--- src/design/keyed_quota_table_assert.svh ---
// ----------------------------------------------------------------------------
// Keyed quota table assertion macros
// Concurrent assertion wrappers used by the RTL of the quota table.
// ----------------------------------------------------------------------------
`ifndef KEYED_QUOTA_TABLE_ASSERT_SVH
`define KEYED_QUOTA_TABLE_ASSERT_SVH

`ifndef ASSERT_OFF
// Checked on every rising edge of clk, suspended while rst_n is low.
`define KQT_ASSERT(lbl, prop, msg) \
  lbl: assert property (@(posedge clk) disable iff (!rst_n) prop) else $error(msg);
// Checked on every rising edge of clk, reset included.
`define KQT_ASSERT_ALWAYS(lbl, prop, msg) \
  lbl: assert property (@(posedge clk) prop) else $error(msg);
`else
`define KQT_ASSERT(lbl, prop, msg)
`define KQT_ASSERT_ALWAYS(lbl, prop, msg)
`endif

`endif

--- src/design/kqt_pkg.sv ---
`timescale 1ns / 1ps
// ----------------------------------------------------------------------------
// Keyed quota table package
// Sizes, operation and status codes, and transaction types of the table.
// ----------------------------------------------------------------------------
package kqt_pkg;

  // Table geometry.
  localparam int TABLE_ENTRIES = 16;
  localparam int KEY_BITS      = 32;
  localparam int KEY_IN_W      = 32;
  localparam int KEY_W         = (KEY_BITS < KEY_IN_W) ? KEY_BITS : KEY_IN_W;
  localparam int IDX_W         = (TABLE_ENTRIES > 1) ? $clog2(TABLE_ENTRIES) : 1;
  localparam int CNT_W         = $clog2(TABLE_ENTRIES + 1);

  // Amount arithmetic: 48-bit operands, 50-bit shared adder.
  localparam int AMT_W = 48;
  localparam int ALU_W = AMT_W + 2;

  // Operation codes.
  localparam logic [1:0] KIND_SET     = 2'd0;
  localparam logic [1:0] KIND_CHECK   = 2'd1;
  localparam logic [1:0] KIND_CONSUME = 2'd2;
  localparam logic [1:0] KIND_RELEASE = 2'd3;

  // Status codes.
  localparam logic [1:0] STAT_OK        = 2'd0;
  localparam logic [1:0] STAT_NOT_FOUND = 2'd1;
  localparam logic [1:0] STAT_FULL      = 2'd2;

  // Request transaction.
  typedef struct packed {
    logic [1:0]              kind;
    logic [KEY_IN_W-1:0]     key;
    logic signed [AMT_W-1:0] amount;
  } kqt_in_t;

  // Result transaction.
  typedef struct packed {
    logic [1:0] status;
    logic       allowed;
  } kqt_out_t;

  // Controls of the shared arithmetic unit.
  typedef struct packed {
    logic sub;         // subtract b from a rather than add
    logic clamp_zero;  // clamp negative results to zero before saturating
  } kqt_alu_ctl_t;

endpackage

--- src/design/kqt_alu.sv ---
`timescale 1ns / 1ps
// ----------------------------------------------------------------------------
// Keyed quota table arithmetic unit
// Shared add/subtract with optional clamp at zero and saturation to the signed 48-bit amount range.
// ----------------------------------------------------------------------------
module kqt_alu (
  input  kqt_pkg::kqt_alu_ctl_t          ctl,
  input  logic signed [kqt_pkg::ALU_W-1:0] a,
  input  logic signed [kqt_pkg::ALU_W-1:0] b,
  output logic signed [kqt_pkg::ALU_W-1:0] res,
  output logic signed [kqt_pkg::AMT_W-1:0] sat
);
  import kqt_pkg::*;

  localparam logic signed [ALU_W-1:0] AMT_MAX_W = ALU_W'({1'b0, {(AMT_W-1){1'b1}}});
  localparam logic signed [ALU_W-1:0] AMT_MIN_W = -AMT_MAX_W - ALU_W'(1);

  // One wide add or subtract per use.
  assign res = ctl.sub ? (a - b) : (a + b);

  // Optional clamp at zero, then saturation to the 48-bit bounds.
  always_comb begin
    if (ctl.clamp_zero && res[ALU_W-1]) begin
      sat = '0;
    end else if (res > AMT_MAX_W) begin
      sat = AMT_MAX_W[AMT_W-1:0];
    end else if (res < AMT_MIN_W) begin
      sat = AMT_MIN_W[AMT_W-1:0];
    end else begin
      sat = res[AMT_W-1:0];
    end
  end

endmodule

--- src/design/keyed_quota_table.sv ---
`timescale 1ns / 1ps
// The result of an accepted request follows a key scan over the valid entries up to
// the match (all of them on a miss), then any check or update step.
// Throughput: one request at a time; the key scan reads one entry per cycle from the
// key memory, and checks take two passes through the shared adder.
// Reset: synchronous, active low; clears the fill count and all control state.
// ----------------------------------------------------------------------------
// Keyed quota table
// Key-searched table of limits and usages, queried and updated by set, check, consume and
// release requests under a small sequencer around one shared adder.
// ----------------------------------------------------------------------------
module keyed_quota_table (
  input  logic              clk,
  input  logic              rst_n,
  input  logic              in_valid,
  output logic              in_ready,
  input  kqt_pkg::kqt_in_t  in_data,
  output logic              out_valid,
  input  logic              out_ready,
  output kqt_pkg::kqt_out_t out_data
);
  import kqt_pkg::*;

  `include "keyed_quota_table_assert.svh"

  // Sequencer states.
  localparam logic [2:0] S_IDLE = 3'd0;
  localparam logic [2:0] S_SCAN = 3'd1;
  localparam logic [2:0] S_CHK1 = 3'd2;
  localparam logic [2:0] S_CHK2 = 3'd3;
  localparam logic [2:0] S_UPD  = 3'd4;
  localparam logic [2:0] S_DONE = 3'd5;

  // Entry memories.
  logic [KEY_W-1:0]        key_mem [TABLE_ENTRIES];
  logic signed [AMT_W-1:0] lim_mem [TABLE_ENTRIES];
  logic signed [AMT_W-1:0] use_mem [TABLE_ENTRIES];

  logic [2:0]              state_r, state_nxt;
  logic [CNT_W-1:0]        count_r, count_nxt;
  logic [CNT_W-1:0]        idx_r, idx_nxt;
  logic                    rd_v_r, rd_v_nxt;
  logic [IDX_W-1:0]        rd_idx_r;
  logic [KEY_W-1:0]        rd_key_r;
  logic signed [AMT_W-1:0] rd_lim_r;
  logic signed [AMT_W-1:0] rd_use_r;
  logic [1:0]              req_kind_r;
  logic [KEY_W-1:0]        req_key_r;
  logic signed [AMT_W-1:0] req_amt_r;
  logic signed [ALU_W-1:0] sum_r, sum_nxt;
  kqt_out_t                res_r, res_nxt;
  logic                    out_valid_r, out_valid_nxt;
  kqt_out_t                out_data_r;

  logic                    in_fire;
  logic                    hit;
  logic                    rd_en;
  logic                    out_load;
  logic                    key_we, lim_we, use_we;
  logic [IDX_W-1:0]        wr_addr;
  logic signed [AMT_W-1:0] lim_wdata, use_wdata;

  kqt_alu_ctl_t            alu_ctl;
  logic signed [ALU_W-1:0] alu_a, alu_b, alu_res;
  logic signed [AMT_W-1:0] alu_sat;

  assign in_ready  = (state_r == S_IDLE);
  assign in_fire   = in_valid && in_ready;
  assign out_valid = out_valid_r;
  assign out_data  = out_data_r;

  // A match is the registered read of the previous cycle.
  assign hit   = (state_r == S_SCAN) && rd_v_r && (rd_key_r == req_key_r);
  assign rd_en = (state_r == S_SCAN) && !hit && (idx_r < count_r);

  // Shared adder operands per step.
  always_comb begin
    alu_ctl = '0;
    alu_a   = ALU_W'(rd_use_r);
    alu_b   = ALU_W'(req_amt_r);
    case (state_r)
      S_CHK2: begin
        alu_ctl.sub = 1'b1;
        alu_a       = ALU_W'(rd_lim_r);
        alu_b       = sum_r;
      end
      S_UPD: begin
        alu_ctl.sub        = (req_kind_r == KIND_RELEASE);
        alu_ctl.clamp_zero = (req_kind_r == KIND_RELEASE);
      end
      default: begin
        alu_ctl = '0;
      end
    endcase
  end

  kqt_alu u_alu (
    .ctl (alu_ctl),
    .a   (alu_a),
    .b   (alu_b),
    .res (alu_res),
    .sat (alu_sat)
  );

  // Sequencer and memory write control.
  always_comb begin
    state_nxt = state_r;
    count_nxt = count_r;
    idx_nxt   = idx_r;
    rd_v_nxt  = rd_v_r;
    sum_nxt   = sum_r;
    res_nxt   = res_r;
    out_load  = 1'b0;
    key_we    = 1'b0;
    lim_we    = 1'b0;
    use_we    = 1'b0;
    wr_addr   = rd_idx_r;
    lim_wdata = req_amt_r;
    use_wdata = alu_sat;
    case (state_r)
      S_IDLE: begin
        if (in_fire) begin
          state_nxt = S_SCAN;
          idx_nxt   = '0;
          rd_v_nxt  = 1'b0;
          res_nxt   = '0;
        end
      end
      S_SCAN: begin
        if (hit) begin
          rd_v_nxt = 1'b0;
          case (req_kind_r)
            KIND_SET: begin
              lim_we    = 1'b1;
              state_nxt = S_DONE;
            end
            KIND_CHECK: begin
              state_nxt = S_CHK1;
            end
            default: begin
              state_nxt = S_UPD;
            end
          endcase
        end else if (rd_en) begin
          rd_v_nxt = 1'b1;
          idx_nxt  = idx_r + CNT_W'(1);
        end else begin
          // Every valid entry has been compared without a match.
          rd_v_nxt  = 1'b0;
          state_nxt = S_DONE;
          case (req_kind_r)
            KIND_SET: begin
              if (count_r >= CNT_W'(TABLE_ENTRIES)) begin
                res_nxt.status = STAT_FULL;
              end else begin
                wr_addr   = count_r[IDX_W-1:0];
                key_we    = 1'b1;
                lim_we    = 1'b1;
                use_we    = 1'b1;
                use_wdata = '0;
                count_nxt = count_r + CNT_W'(1);
              end
            end
            KIND_CHECK: begin
              res_nxt.allowed = 1'b1;
            end
            default: begin
              res_nxt.status = STAT_NOT_FOUND;
            end
          endcase
        end
      end
      S_CHK1: begin
        sum_nxt   = alu_res;
        state_nxt = S_CHK2;
      end
      S_CHK2: begin
        res_nxt.allowed = !alu_res[ALU_W-1];
        state_nxt       = S_DONE;
      end
      S_UPD: begin
        use_we    = 1'b1;
        state_nxt = S_DONE;
      end
      S_DONE: begin
        if (!out_valid_r || out_ready) begin
          out_load  = 1'b1;
          state_nxt = S_IDLE;
        end
      end
      default: begin
        state_nxt = S_IDLE;
      end
    endcase
  end

  // Output register: holds a result until it is taken.
  always_comb begin
    if (out_load) begin
      out_valid_nxt = 1'b1;
    end else if (out_ready) begin
      out_valid_nxt = 1'b0;
    end else begin
      out_valid_nxt = out_valid_r;
    end
  end

  // Control registers.
  always_ff @(posedge clk) begin
    if (!rst_n) begin
      state_r     <= S_IDLE;
      count_r     <= '0;
      idx_r       <= '0;
      rd_v_r      <= 1'b0;
      out_valid_r <= 1'b0;
    end else begin
      state_r     <= state_nxt;
      count_r     <= count_nxt;
      idx_r       <= idx_nxt;
      rd_v_r      <= rd_v_nxt;
      out_valid_r <= out_valid_nxt;
    end
  end

  // Payload registers.
  always_ff @(posedge clk) begin
    sum_r <= sum_nxt;
    res_r <= res_nxt;
    if (in_fire) begin
      req_kind_r <= in_data.kind;
      req_key_r  <= in_data.key[KEY_W-1:0];
      req_amt_r  <= in_data.amount;
    end
    if (out_load) begin
      out_data_r <= res_nxt;
    end
  end

  // Entry memories: one write port, one registered read port.
  always_ff @(posedge clk) begin
    if (key_we) begin
      key_mem[wr_addr] <= req_key_r;
    end
    if (lim_we) begin
      lim_mem[wr_addr] <= lim_wdata;
    end
    if (use_we) begin
      use_mem[wr_addr] <= use_wdata;
    end
    if (rd_en) begin
      rd_idx_r <= idx_r[IDX_W-1:0];
      rd_key_r <= key_mem[idx_r[IDX_W-1:0]];
      rd_lim_r <= lim_mem[idx_r[IDX_W-1:0]];
      rd_use_r <= use_mem[idx_r[IDX_W-1:0]];
    end
  end

  // The fill count never passes the table size.
  `KQT_ASSERT(a_count_bound, count_r <= CNT_W'(TABLE_ENTRIES), "fill count exceeds table size")
  // The fill count only ever grows by one, and only on an append.
  `KQT_ASSERT(a_count_step, ($past(rst_n) && (count_r != $past(count_r))) |-> ((count_r == $past(count_r) + CNT_W'(1)) && ($past(state_r) == S_SCAN)), "fill count changed outside an append")
  // An accepted transaction always starts a key scan.
  `KQT_ASSERT(a_start_scan, in_fire |=> (state_r == S_SCAN), "accepted transaction did not start a scan")
  // A result is only loaded while the output slot is free or being emptied.
  `KQT_ASSERT(a_no_overwrite, out_load |-> (!out_valid_r || out_ready), "pending result overwritten")

endmodule
--- config.mk ---
export PLATFORM = sky130hd
export DESIGN_NAME = keyed_quota_table
export DESIGN_NICKNAME = d
export VERILOG_FILES = /design/src/design/kqt_pkg.sv /design/src/design/kqt_alu.sv /design/src/design/keyed_quota_table.sv
export VERILOG_INCLUDE_DIRS = /design/src /design/src/design
export SDC_FILE = /design/constraint.sdc
export NUM_CORES = 2
export LEC_CHECK = 0
export BUFFER_PORTS_ARGS = -buffer_cell sky130_fd_sc_hd__clkbuf_2
export CELL_PAD_IN_SITES_DETAIL_PLACEMENT = 1
export CELL_PAD_IN_SITES_GLOBAL_PLACEMENT = 1
export CORE_MARGIN = 5
export CORE_UTILIZATION = 40
export DETAILED_ROUTE_END_ITERATION = 12
export HOLD_SLACK_MARGIN = 0.08
export PLACE_DENSITY = 0.61
export SYNTH_ARGS = -nofsm -noshare
export SYNTH_HDL_FRONTEND = slang
export SYNTH_SLANG_ARGS = --single-unit
--- constraint.sdc ---
create_clock -name clk -period 8.3 [get_ports clk]
set_input_delay 0.415 -clock clk [delete_from_list [all_inputs] [get_ports clk]]
set_output_delay 0.415 -clock clk [all_outputs]
set_load 0.02 [all_outputs]
==> results.cfg <==
[yosys]
synth_largest_type_area_fraction_pct = 75.1
post_synth_inst_count = 4419
post_synth.cell_area_avg_um2 = 20.9
synth_async_sr_flop_share_pct = 0
ys_dominant_reg_cell = sky130_fd_sc_hd__edfxtp_1
synth_edf_count = 2315
synth.yosys.seq_area_share_pct = 75.5
yosys_warnings = 0
synthTopCellsByArea = sky130_fd_sc_hd__edfxtp_1 75%, sky130_fd_sc_hd__mux4_2 16%, sky130_fd_sc_hd__nand2_1 0.94%, sky130_fd_sc_hd__ha_1 0.77%, sky130_fd_sc_hd__clkbuf_1 0.63%
yosysUniqueCellTypes = 83
yosys.area.top_type = sky130_fd_sc_hd__edfxtp_1
syn-num-nets = 4563
postSynthRegisterBits = 2333
synth.cell_area_um2 = 92600

[drt]
drt-total-wl_um = 249000
1st_iter_drt_viols = 4203
drt_pass_1_iters = 5
route.vias.total = 45800
detail_route.wl_per_cell_um = 31.2
detail-route-antenna-nets = 0
detail_route.vias_per_cell = 5.72
post-route-drc-count = 0

[worst_setup_path]
timing_worst_setup_path_type = register to register
critical_path.startpoint_type = register
crit_path_max_fanout = 16
cp.arrival_ns = 8.25
setup.worst_path.end_class = register
worst-endpoint-required_ns = 8.82

[clock_tree]
htree_num_levels = 4
post-cts-setup-buffers = 0
cts_root_buffer = sky130_fd_sc_hd__clkbuf_16
clock_insertion_delay_worst_skew_ns = 0.88
clk_transition_reported_paths_ns = 0.06
tritoncts.num_buffers = 234
cts_tree = yes
num_clock_sinks = 2333
clk_path_buf_depth = 3

[min_path]
min-delay-path-class = input pin to register

[sta]
layout_worst_path_cycle_share_pct = 93.1
post-route-min-period_ns = 7.73
worst_slew_margin_rel_pct = 13.0
finalClockSkew_ns = 0.0871
finalSetupTns_ns = 0
finalMaxSlewViolations = 0
grt_setup_unrepaired = false
final_hold_viol_count = 0
worst-slew-pin-transition_ns = 1.31
clock.fmax_ghz = 0.129
final_setup_violations = 0

[floorplanning]
floorplan.core_area_um2 = 230000
start_util_pct = 40.2
boundaryPins = 91
fp.dieW_um = 491
num_rows = 176
dieArea_um2 = 241000
floorplan.die.height_um = 491

[job]
maxCapViolations = 0

[cells_and_area]
finish.net_count = 4901
flow.area_growth_from_synthesis_pct = 14.6
fin_area_um2 = 106000
drive_gt1_share_pct = 25.9
layout_commonest_cell = sky130_fd_sc_hd__edfxtp_1
layout_common_cells = 2315 x sky130_fd_sc_hd__edfxtp_1, 640 x sky130_fd_sc_hd__mux4_2, 236 x sky130_fd_sc_hd__clkbuf_16

[placement]
detailedPlacementHpwl_um = 144000
finalWeightedCongestion = 0.862
port_buffers = 90
detailed_place.area_um2 = 97500

[power]
power_density_nw_per_um2 = 244
worst_ir_drop_on_vdd_mv = 0.217
total_leakage_power_uw = 0.0326

[global_routing]
overall_overflow_remaining_after_global_route = 0
first_global_vias = 48500
grt_first_pass_wirelength_um = 359000
number_of_antenna_violations_at_the_first_check_in_global_routing = 13
grt_start_max_net_pins = 125
gr-usage-all-layers_pct = 20.5

[outcome]
result_of_the_run = finished clean
-- through the flow --
stage               setup slack [ns]  utilization, %  power [uW]  hold slack (ns)  cells
floorplan                      0.173               -       14800            0.432   4419
global placement               0.513            42.4       15400            0.480   7458
detailed placement             0.305            42.4       15500            0.499   7458
CTS                            0.253            46.1       26100            0.174   7983
global route                   0.128            46.1       26800            0.205   7985
finish                         0.574            46.1       25800            0.257   7992
-- metal layers --
metal | vias to the layer above | wire (um) | global-route usage (%)
met1 | 25000 | 105000 | 28.3
met2 | 1325 | 126000 | 34.8
li1 | 19100 | - | -
met5 | - | 19 | 0
met3 | 306 | 12600 | 2.94
met4 | 2 | 5610 | 4.95
-- synthesized netlist by cell type (all sizes together) (5+ instances only) --
cell type  instances
a31oi             16
nand3             20
buf               60
o21ai            131
and2               9
nand4             32
nor2b             18
xor2              61
xnor2             59
nand2            233
nor2             135
mux2i             23
o21a               6
a21boi             8
clkbuf           155
o21bai            13
o31ai             15
or3               16
ha                57
and3              13
o22ai              8
a21oi            100
nor3              39
dfxtp             18
nand2b            16
a211oi             7
or4               11
nand3b             6
edfxtp          2315
mux4             640
a21o              18
inv               70
nor4              19
nor3b              5
o211ai             6
-- worst paths after layout --
| path | start | cells after the start | slack (ns) | endpoint |
|---|---|---|---|---|
| worst max-delay path | state_r[1]$_SDFFE_PN0P_ | 22 | 0.57 | use_mem[3][20]$_DFFE_PP_ |
| worst min-delay path | in_data[49] | 2 | 0.26 | req_key_r[1]$_DFFE_PP_ |
| worst max register to register | state_r[1]$_SDFFE_PN0P_ | 22 | 0.57 | use_mem[3][20]$_DFFE_PP_ |
| worst min register to register | res_r[1]$_DFF_P_ | 1 | 0.52 | res_r[1]$_DFF_P_ |
-- state kept, by name (all words and copies together) (netlist names), 4 cells and up --
signal	count
count_r	5
idx_r	5
key_mem	512
lim_mem	768
lim_wdata	48
rd_idx_r	4
rd_key_r	32
rd_lim_r	48
rd_use_r	48
req_key_r	32
sum_r	50
use_mem	768
-- cells by family (layout without fill, tap and decap cells) --
group | count (synthesis) | count (layout) | share of synthesized area (%)
muxes | 667 | 667 | 15.9
AOI/OAI and AO/OA | 367 | 367 | 2.43
other | 0 | 8 | 0
and+or+nand+nor | 589 | 589 | 3.04
xor gates and xnor gates | 120 | 120 | 1.14
buffers and inverters | 285 | 824 | 1.22
DFF | 2333 | 2333 | 75.5
adders and majority gates | 58 | 58 | 0.792
-- critical path, cell delays in order (launching register included) --
cell and delay, ns:
sky130_fd_sc_hd__dfxtp_1 0.58, sky130_fd_sc_hd__and3b_4 0.40, sky130_fd_sc_hd__mux2i_1 0.27, sky130_fd_sc_hd__ha_1 0.24
sky130_fd_sc_hd__inv_1 0.10, sky130_fd_sc_hd__nor4b_4 0.38, sky130_fd_sc_hd__nand4_2 0.32, sky130_fd_sc_hd__or4_1 0.60
sky130_fd_sc_hd__nor2_1 0.17, sky130_fd_sc_hd__a21oi_1 0.10, sky130_fd_sc_hd__xor2_1 0.15, sky130_fd_sc_hd__mux2i_1 0.10
sky130_fd_sc_hd__ha_1 0.43, sky130_fd_sc_hd__a21oi_1 0.24, sky130_fd_sc_hd__o21ai_0 0.17, sky130_fd_sc_hd__a221o_1 0.40
sky130_fd_sc_hd__nor3b_1 0.16, sky130_fd_sc_hd__a211oi_2 0.40, sky130_fd_sc_hd__xnor2_2 0.20, sky130_fd_sc_hd__a211oi_1 0.54
sky130_fd_sc_hd__a21oi_4 0.28, sky130_fd_sc_hd__buf_4 0.26, sky130_fd_sc_hd__o21ai_1 0.86
-- cell type report --
cell class / instances / area [um2]
diodes: 8 / 20.0
clock buffers: 291 / 6120
clock inverters: 146 / 1540
fillers: 20900 / 124000
inverters: 70 / 263
multi-input cells: 1801 / 22000
flip-flops and latches: 2333 / 69900
well taps: 3026 / 3790
repair buffers: 317 / 2460
-- where the power goes --
group / internal (uW) / switching [uW]
Sequential: 13600 / 146
Clock: 6040 / 4520
Combinational: 430 / 1140
-- what timing repair did --
item / CTS / global route
gates resized for setup: 0 / 0
hold endpoints to repair: 97 / 0
hold buffers: 88 / 0
Note: power is estimated with default switching activity, not from simulation.
